===== config.mk =====
export PLATFORM = sky130hd
export DESIGN_NAME = twsm_div
export DESIGN_NICKNAME = d
export VERILOG_FILES = /design/src/hdl/twsm_div.sv
export SDC_FILE = /design/constraint.sdc
export NUM_CORES = 1
export LEC_CHECK = 0
export BUFFER_PORTS_ARGS = -buffer_cell sky130_fd_sc_hd__buf_2
export CAP_MARGIN = 20
export CORE_MARGIN = 5
export CORE_UTILIZATION = 50
export DETAILED_ROUTE_END_ITERATION = 7
export GPL_TIMING_DRIVEN = 1
export PLACE_DENSITY = 0.74
export RECOVER_POWER = 100
export SETUP_SLACK_MARGIN = 0.15
export SLEW_MARGIN = 5
export SYNTH_ARGS = -nofsm -noshare
export SYNTH_HDL_FRONTEND = slang
export SYNTH_SLANG_ARGS = --single-unit

===== constraint.sdc =====
create_clock -name clock -period 7.8 [get_ports clock]
set_clock_uncertainty 0.15 [all_clocks]
set_input_delay 1.56 -clock clock [delete_from_list [all_inputs] [get_ports clock]]
set_output_delay 1.56 -clock clock [all_outputs]
set_load 0.01 [all_outputs]

===== src/hdl/twsm_div.sv =====
// ----------------------------------------------------------------------------
// twsm_div
// Restoring remainder unit, one quotient bit per cycle.
// ----------------------------------------------------------------------------
module twsm_div (
   input  logic        clock,
   input  logic        reset,
   input  logic        start,
   input  logic [22:0] dividend,
   input  logic [22:0] divisor,
   output logic        done,
   output logic [22:0] rem
);

   localparam logic [4:0] STEPS = 5'd23;

   logic        busy_ff, busy_in;
   logic [4:0]  cnt_ff, cnt_in;
   logic [22:0] rem_ff, rem_in;
   logic [22:0] dd_ff, dd_in;
   logic [23:0] trial;
   logic [23:0] diff;

   // One shift and conditional subtract per cycle
   always_comb begin
      trial   = {rem_ff, dd_ff[22]};
      diff    = trial - {1'b0, divisor};
      done    = busy_ff && (cnt_ff == 5'd0);
      busy_in = busy_ff;
      cnt_in  = cnt_ff;
      rem_in  = rem_ff;
      dd_in   = dd_ff;
      if (start) begin
         busy_in = 1'b1;
         cnt_in  = STEPS;
         rem_in  = '0;
         dd_in   = dividend;
      end else if (busy_ff && cnt_ff != 5'd0) begin
         cnt_in = cnt_ff - 5'd1;
         rem_in = (trial >= {1'b0, divisor}) ? diff[22:0] : trial[22:0];
         dd_in  = {dd_ff[21:0], 1'b0};
      end else if (done) begin
         busy_in = 1'b0;
      end
   end

   always_ff @(posedge clock) begin
      if (reset) begin
         busy_ff <= 1'b0;
         cnt_ff  <= '0;
      end else begin
         busy_ff <= busy_in;
         cnt_ff  <= cnt_in;
      end
      rem_ff <= rem_in;
      dd_ff  <= dd_in;
   end

   assign rem = rem_ff;

endmodule


==> qor.yml <==
setup_slack_ns: 2.82
synthMuxAreaShare_pct: 10.9
synth_top_family_by_area: "compound AO/OA/AOI/OAI gates"
synth-seq-cells: 52
hold_violations: 0
fp-row-count: 30
antenna_found_initial: 0
cp-start-kind: "input pin"
drt-total-wl_um: 7660
clk_latency_ns: 0.32
yosys.area.top_type: "edfxtp_1"
avgSynthCellArea_um2: 9.20
place_congestion: 0.872
synth-xor-area-share_pct: 5.79
power_leakage_uw: 0.00170
cts_root_buffer: "clkbuf_8"
wl_per_cell_um: 14.2
slowest_delay_ns: 1.67
totalPowerFinal_uw: 726
fp.dieH_um: 93.4
ctsResizeCount: 0
crit_type: "input pin to register"
clock.fmax_mhz: 201
required_ns: 7.60
synth-compound-area-share_pct: 19.1
power.density_nw_per_um2: 184
post-route-min-period_ns: 4.98
hpwlAfterDp_um: 5570
cp_slowest_cell: "clkbuf_1"
irDropWorstVdd_uv: 91.5
whs_ns: 0.338
postCtsSetupRepairBufs: 0
fin_crit_sh_pct: 63.9
syn_to_final_growth_pct: 13.7
status: "complete, but fails checks"
grt_start_max_net_pins: 49
path_cells: "buf_2, clkbuf_1, nor2_1, inv_1"
clkTransAtPathRegs_ns: 0.12
cts_tree: "yes"
path_max_fanout: 48
viasPerCell: 5.23
yosys.cell_types.count: 52
grt_pass1_vias: 2797
synthSimpleGateAreaFrac_pct: 12.1
synthAdderAreaFrac_pct: 9.57
grt_setup_unrepaired: "no"
drtAntennaViolNets: 0
worstSetupEndpointType: "register"
slew_violations: 49
synthArstFlopShare_pct: 0
fin_nets: 517
synth_edf_count: 23
place_ws_ns: 3.29
gr-total-overflow: 0
die_area_um2: 8720
grt_use_total_pct: 18.1
dr.first_iter.drc_count: 140
hold_buffers: 0
yosys_warnings: 0
clock-sinks: 52
seq_area_frac_synth_pct: 36.5
portBuffers: 72
synth_top_area_share_pct: 19.9
maxSlewHeadroom_pct: -56.4
vias: 2820
timing.max_cap.violations: 1
netlist_area_um2: 3480
start_util_pct: 51.2
layout_common_cells: "buf_2, nor2_1, inv_1"
boundaryPins: 73
setup_viol: 0
synth_area_leaders: "edfxtp_1, dfxtp_1, ha_1, mux2_2, nor2_1"
violations: "max-capacitance violations, max-slew violations"
cts_htree_levels: 2
grt_pass1_wl_um: 13000
worst_pin_slew_ns: 2.35
first_pass_iters: 4
chipWidth_um: 93.4
hold_path.class: "register to register"
tns_ns: 0
diodes: 0
syn-num-nets: 453
synthFlopType: "dfxtp_1"
clockBufferDepth: 2
fill_cells: 623
post-route-drc-count: 0
postSynthCellCount: 378
final_common_cell: "buf_2"
core_area_um2: 6790
drive_gt1_share_pct: 20.1
critPathArrivalTime_ns: 4.78
numCtsBuffers: 5
through the flow:
step	utilization [%]	std cells	area (um2)
detailed placement	57.3	531	3890
floorplan	-	378	3480
finish	58.2	539	3960
global route	58.2	539	3960
global placement	57.3	531	3890
CTS	58.7	539	3990
path summary, 6_finish.rpt:
check / start / end / slack, ns / cells past startpoint
worst max-delay path: start / dd_ff[1] / 2.82 / 4
worst max register to register: dd_ff[22] / rem[20] / 4.38 / 11
worst min register to register: rem[22] / rem[22] / 0.34 / 2
worst min-delay path: rem[22] / rem[22] / 0.34 / 2
synth_stat cells, types with 9 or more instances:
master / count
inv_1: 32
mux2i_1: 12
nor2_1: 37
edfxtp_1: 23
a21oi_1: 25
ha_1: 25
clkbuf_1: 9
nand2_1: 23
a211oi_1: 18
dfxtp_1: 29
xnor2_1: 14
mux2_2: 23
o21ai_0: 19
xor2_1: 9
power breakdown:
part,leakage [uW],switching [uW],total (uW),internal [uW]
Sequential,0.000469,17.3,332,315
Combinational,0.00118,123,219,96.0
Clock,0.0000511,107,175,68.1
Total,0.00170,247,726,479
routing by layer:
layer / vias up / global-route usage, % / part of all wire [%]
met5: - / 0 / 0
met4: 0 / 3.30 / 0.78
met3: 6 / 3.38 / 5.9
met2: 75 / 30.4 / 47
met1: 1269 / 24.6 / 46
li1: 1470 / - / -
layout make-up:
| class | count | area [um2] | area share, % |
|---|---|---|---|
| multi-input cells | 276 | 2000 | 50.6 |
| flip-flops and latches | 52 | 1270 | 32.1 |
| repair buffers | 74 | 343 | 8.67 |
| inverters | 33 | 124 | 3.13 |
| well taps | 96 | 120 | 3.04 |
| clock buffers | 5 | 68.8 | 1.74 |
| clock inverters | 3 | 28.8 | 0.728 |
sequential cells by signal (all words and copies together) (netlist names):
| register | cells |
|---|---|
| busy_ff | 1 |
| cnt_ff | 5 |
| dd_ff | 23 |
| rem | 23 |
critical path: cells and delay by family:
family / cells / cell delay, ns
buffers and inverters: 3 / 2.60
and+or+nand+nor: 1 / 0.60
cell families (layout without fill, tap and decap cells):
family / count (synthesis) / after routing
mux: 35 / 35
compound gates: 100 / 100
fa+ha+maj: 26 / 26
xor+xnor: 23 / 23
buf+inv: 50 / 115
flops: 52 / 52
simple gates: 92 / 92
Note: power is estimated with default switching activity, not from simulation.
